$ cat src/sv/stau_pkg.sv
`default_nettype none
package stau_pkg;

    typedef enum logic [1:0] {
        STATUS_OK       = 2'd0,
        STATUS_BAD_VSUM = 2'd1,
        STATUS_ZERO_DT  = 2'd2
    } status_t;

    // Commands from the controller to the datapath.
    typedef struct packed {
        logic load;      // capture the input point and form the operands
        logic div1_step; // one step of the segment time division
        logic div1_fix;  // saturate segment time and check it
        logic div2_init; // prepare the acceleration division
        logic div2_step; // one step of the acceleration division
        logic mul_hi;    // curvature product, high partial
        logic mul_lo;    // curvature product, low partial and sum
        logic sq_a;      // square of the transverse part
        logic sq_c;      // square of the centripetal part and sum
        logic sqrt_step; // one step of the square root
        logic finish;    // form the result and update running time
    } stau_cmd_t;

    typedef struct packed {
        logic first;   // the loaded point is a first point
        logic bad;     // status is not ok after the checks
    } stau_stat_t;

    localparam int DIV1_STEPS = 50;
    localparam int DIV2_STEPS = 41;
    localparam int SQRT_STEPS = 32;
    localparam logic [31:0] MAG_CLAMP = 32'h8000_0000;

endpackage
`default_nettype wire

$ cat src/sv/stau_ctrl.sv
`default_nettype none
module stau_ctrl
    import stau_pkg::*;
(
    input  wire logic clk,
    input  wire logic rst_n,
    input  wire logic in_valid,
    output logic      in_ready,
    output logic      out_valid,
    input  wire logic out_ready,
    input  wire stau_stat_t stat,
    output stau_cmd_t cmd
);

    typedef enum logic [3:0] {
        S_IDLE, S_CHECK, S_DIV1, S_FIX, S_BADCHK, S_DIV2I, S_DIV2,
        S_MULH, S_MULL, S_SQA, S_SQC, S_SQRT, S_FIN, S_OUT
    } state_t;

    state_t     state_reg, state_next;
    logic [5:0] cnt_reg, cnt_next;
    logic       accept;

    assign accept    = in_valid && in_ready;
    assign in_ready  = state_reg == S_IDLE;
    assign out_valid = state_reg == S_OUT;

    always_comb
    begin
        state_next = state_reg;
        cnt_next   = cnt_reg;
        cmd        = '0;
        unique case (state_reg)
            S_IDLE:
            begin
                if (accept)
                begin
                    cmd.load   = 1'b1;
                    state_next = S_CHECK;
                end
            end
            S_CHECK:
            begin
                cnt_next = '0;
                if (stat.first)
                    state_next = S_IDLE;
                else if (stat.bad)
                    state_next = S_OUT;
                else
                    state_next = S_DIV1;
            end
            S_DIV1:
            begin
                cmd.div1_step = 1'b1;
                cnt_next      = cnt_reg + 6'd1;
                if (cnt_reg == 6'(DIV1_STEPS - 1))
                    state_next = S_FIX;
            end
            S_FIX:
            begin
                cmd.div1_fix = 1'b1;
                state_next   = S_BADCHK;
            end
            S_BADCHK:
            begin
                state_next = stat.bad ? S_OUT : S_DIV2I;
            end
            S_DIV2I:
            begin
                cmd.div2_init = 1'b1;
                cnt_next      = '0;
                state_next    = S_DIV2;
            end
            S_DIV2:
            begin
                cmd.div2_step = 1'b1;
                cnt_next      = cnt_reg + 6'd1;
                if (cnt_reg == 6'(DIV2_STEPS - 1))
                    state_next = S_MULH;
            end
            S_MULH:
            begin
                cmd.mul_hi = 1'b1;
                state_next = S_MULL;
            end
            S_MULL:
            begin
                cmd.mul_lo = 1'b1;
                state_next = S_SQA;
            end
            S_SQA:
            begin
                cmd.sq_a   = 1'b1;
                state_next = S_SQC;
            end
            S_SQC:
            begin
                cmd.sq_c   = 1'b1;
                cnt_next   = '0;
                state_next = S_SQRT;
            end
            S_SQRT:
            begin
                cmd.sqrt_step = 1'b1;
                cnt_next      = cnt_reg + 6'd1;
                if (cnt_reg == 6'(SQRT_STEPS - 1))
                    state_next = S_FIN;
            end
            S_FIN:
            begin
                cmd.finish = 1'b1;
                state_next = S_OUT;
            end
            S_OUT:
            begin
                if (out_ready)
                    state_next = S_IDLE;
            end
            default: state_next = S_IDLE;
        endcase
    end

    always_ff @(posedge clk or negedge rst_n)
    begin
        if (!rst_n)
        begin
            state_reg <= S_IDLE;
            cnt_reg   <= '0;
        end
        else
        begin
            state_reg <= state_next;
            cnt_reg   <= cnt_next;
        end
    end

endmodule
`default_nettype wire

$ cat config.mk
export PLATFORM = sky130hd
export DESIGN_NAME = stau_ctrl
export DESIGN_NICKNAME = d
export VERILOG_FILES = /design/src/sv/stau_pkg.sv /design/src/sv/stau_ctrl.sv
export SDC_FILE = /design/constraint.sdc
export NUM_CORES = 1
export LEC_CHECK = 0
export BUFFER_PORTS_ARGS = -buffer_cell sky130_fd_sc_hd__buf_2
export CAP_MARGIN = 0
export CORE_AREA = 2 2 50 52
export CTS_CLUSTER_SIZE = 12
export DETAILED_ROUTE_END_ITERATION = 7
export DIE_AREA = 0 0 52 54
export GPL_TIMING_DRIVEN = 1
export PLACE_DENSITY_LB_ADDON = 0.2
export SLEW_MARGIN = 40
export SYNTH_ARGS = -nofsm -noshare
export SYNTH_HDL_FRONTEND = slang
export SYNTH_SLANG_ARGS = --single-unit
$ cat constraint.sdc
create_clock -name clk -period 4.35 [get_ports clk]
set_clock_uncertainty 0.15 [all_clocks]
set_input_delay 0.435 -clock clk [delete_from_list [all_inputs] [get_ports clk]]
set_output_delay 0.435 -clock clk [all_outputs]
set_load 0.05 [all_outputs]
* Yosys cells after proc, flatten, opt, wreduce, memory -nomap -nowiden
Cells that the tools add are included.
** Word-level totals
- Word-level logic and storage cells :: 52
- Input port bits :: 6
- Register bits :: 10
- Output and inout bits :: 13
** Operators by class
- Add/sub/neg operators :: 1
- Mux-type cells :: 22
- Reduce and logical (&&, ||, !) cells :: 6
- Equality and inequality tests :: 21
** Operators with widths (count)
- $pmux W4 S14 :: 1
- $mux W4 :: 8
- $eq A4 B4 Y1 const B :: 6
- $eq A4 B3 Y1 const B :: 4
- $eq A6 B6 Y1 const B :: 2
- $mux W1 :: 12
- $pmux W6 S2 :: 1
- $eq A4 B2 Y1 const B :: 2
- $add A6 B1 Y6 const B :: 1
- $eq A6 B5 Y1 const B :: 1
- $ne A2 B2 Y1 const B :: 3
- $reduce_or A3 Y1 :: 2
- $reduce_and A5 Y1 :: 1
- $eq A4 B1 Y1 const B :: 1
- $logic_not A4 Y1 :: 1
- $ne A2 B1 Y1 const B :: 2
- $reduce_bool A2 Y1 :: 1
- $logic_and A1 B1 Y1 :: 1

* Logic depth before layout (Yosys ltp)
- Word-level depth :: 4
- Depth in mapped cells :: 6
- Depth with buffers taken out :: 6

* Least setup slack after synthesis
OpenSTA, ideal clock, no wires.
- Kind :: register to output
- Start point :: register state_reg[0]
- End point :: output cmd[10] (netlist bit)
- Setup slack :: 836 ps
- Data required time :: 3765 ps
- Cell stages (with the launch flop) :: 5
- Path buffers :: 2
- Arrival time :: 2929 ps
- Cell sequence :: dfrtp_1 > buf_2 > clkbuf_1 > nor4_1 > and2_1
** RTL lines
- start, declared :: RTL line stau_ctrl.sv:20 : state_t state_reg, state_next;
- start signal, assigned :: RTL line stau_ctrl.sv:132 : state_reg <= state_next;
- end, declared :: RTL line stau_ctrl.sv:12 : output stau_cmd_t cmd

==> out/metrics.cfg <==
[cts]
post_cts_buffers=0
cts_root_buffer=clkbuf_4
htree_num_levels=1
cts_tree=built
clk_path_buf_depth=2
clkLatencyLatePin_ns=0.26
cts_buffers=3
cts.sinks=10
clk_pin_slew_ns=0.07

[critical_path]
cp_max_fo=20
crit_chain=nand2_1 -> nor3_1 -> buf_2
path_depth=3
crit_arrival_ns=1.79
r2r_cells=4
worst-path-buf-inv=1
cp_slowest_stage_delay_ns=0.73
cp-start-kind=flop
crit_family=flip-flops
r2r_slack_ns=2.25
crit_type=reg -> out
endpoint_kind=output pin
crit_required_ns=3.76
critPathSlowestCell=dfrtp_1

[sta]
whs_ns=0.395
setup_violations=0
rsz0062_at_grt=no
worstMarginPinSlew_ns=0.605
maxSlewViolCount=0
finalHoldViolCount=0
fmax_ghz=0.422
fin_crit_sh=0.545
period_needed_ns=2.37
maxSlewHeadroom=0.597
tns_ns=0

[hold_path]
hp-class=reg -> reg
worst_hold_path.num_cells=1

[synth]
synth_top_area_share=0.284
synth_compound_area_frac=0.242
synth_top_flop_cell=dfrtp_1
async_flop_share=1.00
synth_mux_area_frac=0.0640
synthesis.area_um2=880
syn-num-nets=114
synth_xor_area_frac=0
synth_cells=105
ys_seq_area_frac=0.284
synth_warnings=0
synthSimpleGateAreaFrac=0.275
ys_top_cells_by_area=dfrtp_1, ha_1, inv_1
synth_top_family_by_area=simple AND/OR/NAND/NOR gates
synth-adder-area-share=0.0541
synth.largest_area_cell=dfrtp_1
syn_area_per_cell_um2=8.38
ys_ff_latch=10
synth-edff-count=0
synth_cell_types=44

[die]
fp.dieH_um=54
die_w_um=52
die_area_um2=2810
fp.coreArea_um2=2320
fp-row-count=18
start_util=0.379
ioPinCount=19

[power]
vdd_drop_max_uv=358
power.leakage_uw=0.000462
power_density_nw_per_um2=759

[layout]
syn_to_final_growth_pct=15.5
diodes=0
nets=131
drive_gt1_frac=0.256
largest_reg_flops=6
n_fill_cell=256

[placed_design]
dp_hpwl_um=1460
place.gp.congestion=0.761
port_buffers=18

[routing]
drt_iter0_drc=16
routed_wl_um=1960
via_count=807
vias_per_cell=5.34
drt_drc_violations_left=0
first_pass_iters=4
wire_per_inst_um=13.0
ant_nets=0

[global_route]
grt_use_total=0.150
grt_pass1_vias=706
grt_max_degree=23
grt_pass1_wl_um=3150
antenna_found_initial=0
grt-ovfl-total=0

[run_status]
status=complete, no violations

[flow_run]
cap_violations=0

==> worst register-to-register path: cells and delay by family (launching register included) <==
family             cells  cell delay (ns)
AOI/OAI and AO/OA      2             0.56
DFF                    1             0.73
and+or+nand+nor        1             0.18
muxes                  1             0.38
==> cells in the final DEF, fill, tap and decap left out, drive strengths merged <==
cell type    count
o31a             2
o22ai            2
nor4bb           1
nor2b            2
a21o             2
and3b            1
a21boi           1
nand3            4
inv              9
buf             18
mux2             2
o31ai            1
a211oi           2
a31oi            1
a21oi            4
nor3b            1
and2             2
nor4b            2
o22a             1
maj3             1
a311o            1
dfrtp           10
o311ai           1
nand4b           1
ha               3
nor2             9
dlygate4sd3      1
clkbuf           4
nor3             4
a31o             1
o21ai            7
nand2            7
nand2b           4
and4             1
o2bb2a           1
or4              1
mux2i            3
o41ai            1
nor4             2
==> layer usage <==
metal | part of all wire | global-route usage | wire (um)
met2 | 0.48 | 0.264 | 943
met1 | 0.50 | 0.196 | 974
met5 | 0 | 0 | 0
met4 | 0 | 0.0263 | 0
met3 | 0.020 | 0.0250 | 39
==> per-stage QoR <==
stage | util | cell area [um2] | setup slack (ns) | power, uW | std cells
finish | 0.438 | 1020 | 1.98 | 771 | 151
global route | 0.438 | 1020 | 1.75 | 842 | 151
CTS | 0.438 | 1020 | 1.97 | 776 | 151
detailed placement | 0.418 | 970 | 2.27 | 688 | 146
global placement | 0.418 | 970 | 2.29 | 685 | 146
floorplan | - | 880 | 0.836 | 613 | 105
==> Yosys cell counts (2+ instances only) <==
cell type   n
a21o_1      2
a21oi_1     3
and2_1      2
buf_2       3
clkbuf_1    3
dfrtp_1    10
ha_1        3
inv_1       9
mux2i_1     3
nand2_1     7
nand2b_1    4
nand3_1     4
nor2_1      9
nor2b_1     2
nor3_1      4
nor4b_1     2
o21ai_0     6
o22ai_1     2
o31a_1      2
==> final timing paths <==
kind	from	end
max in group asynchronous	rst_n	cnt_reg[2]
worst min register to register	cnt_reg[5]	cnt_reg[5]
min in group asynchronous	rst_n	cnt_reg[4]
worst max-delay path	state_reg[1]	cmd[8]
worst min-delay path	cnt_reg[5]	cnt_reg[5]
worst max register to register	state_reg[0]	cnt_reg[3]
==> cell type report <==
cell class              count  area [um2]  share of cell area
clock buffers               4        36.3              0.0357
inverters                   9        33.8              0.0333
multi-input cells          79         558               0.549
flip-flops and latches     10         250               0.246
well taps                  30        37.5              0.0369
repair buffers             19         100              0.0985
==> power breakdown <==
part | switching (uW) | total, uW | internal, uW
Sequential | 103 | 228 | 125
Combinational | 279 | 459 | 179
Clock | 34.4 | 85.1 | 50.7
Total | 417 | 771 | 355
==> what timing repair did <==
action,CTS,global route
hold buffers,1,0
hold endpoints to repair,10,0
resized for setup,0,0
==> cells by family (layout without fill, tap and decap cells) <==
| group | count (synthesis) | after routing |
|---|---|---|
| DFF | 10 | 10 |
| muxes | 5 | 5 |
| AOI/OAI and AO/OA | 28 | 28 |
| buffers and inverters | 16 | 32 |
| and+or+nand+nor | 42 | 42 |
| adders and majority gates | 4 | 4 |
Note: power is estimated with default switching activity, not from simulation.
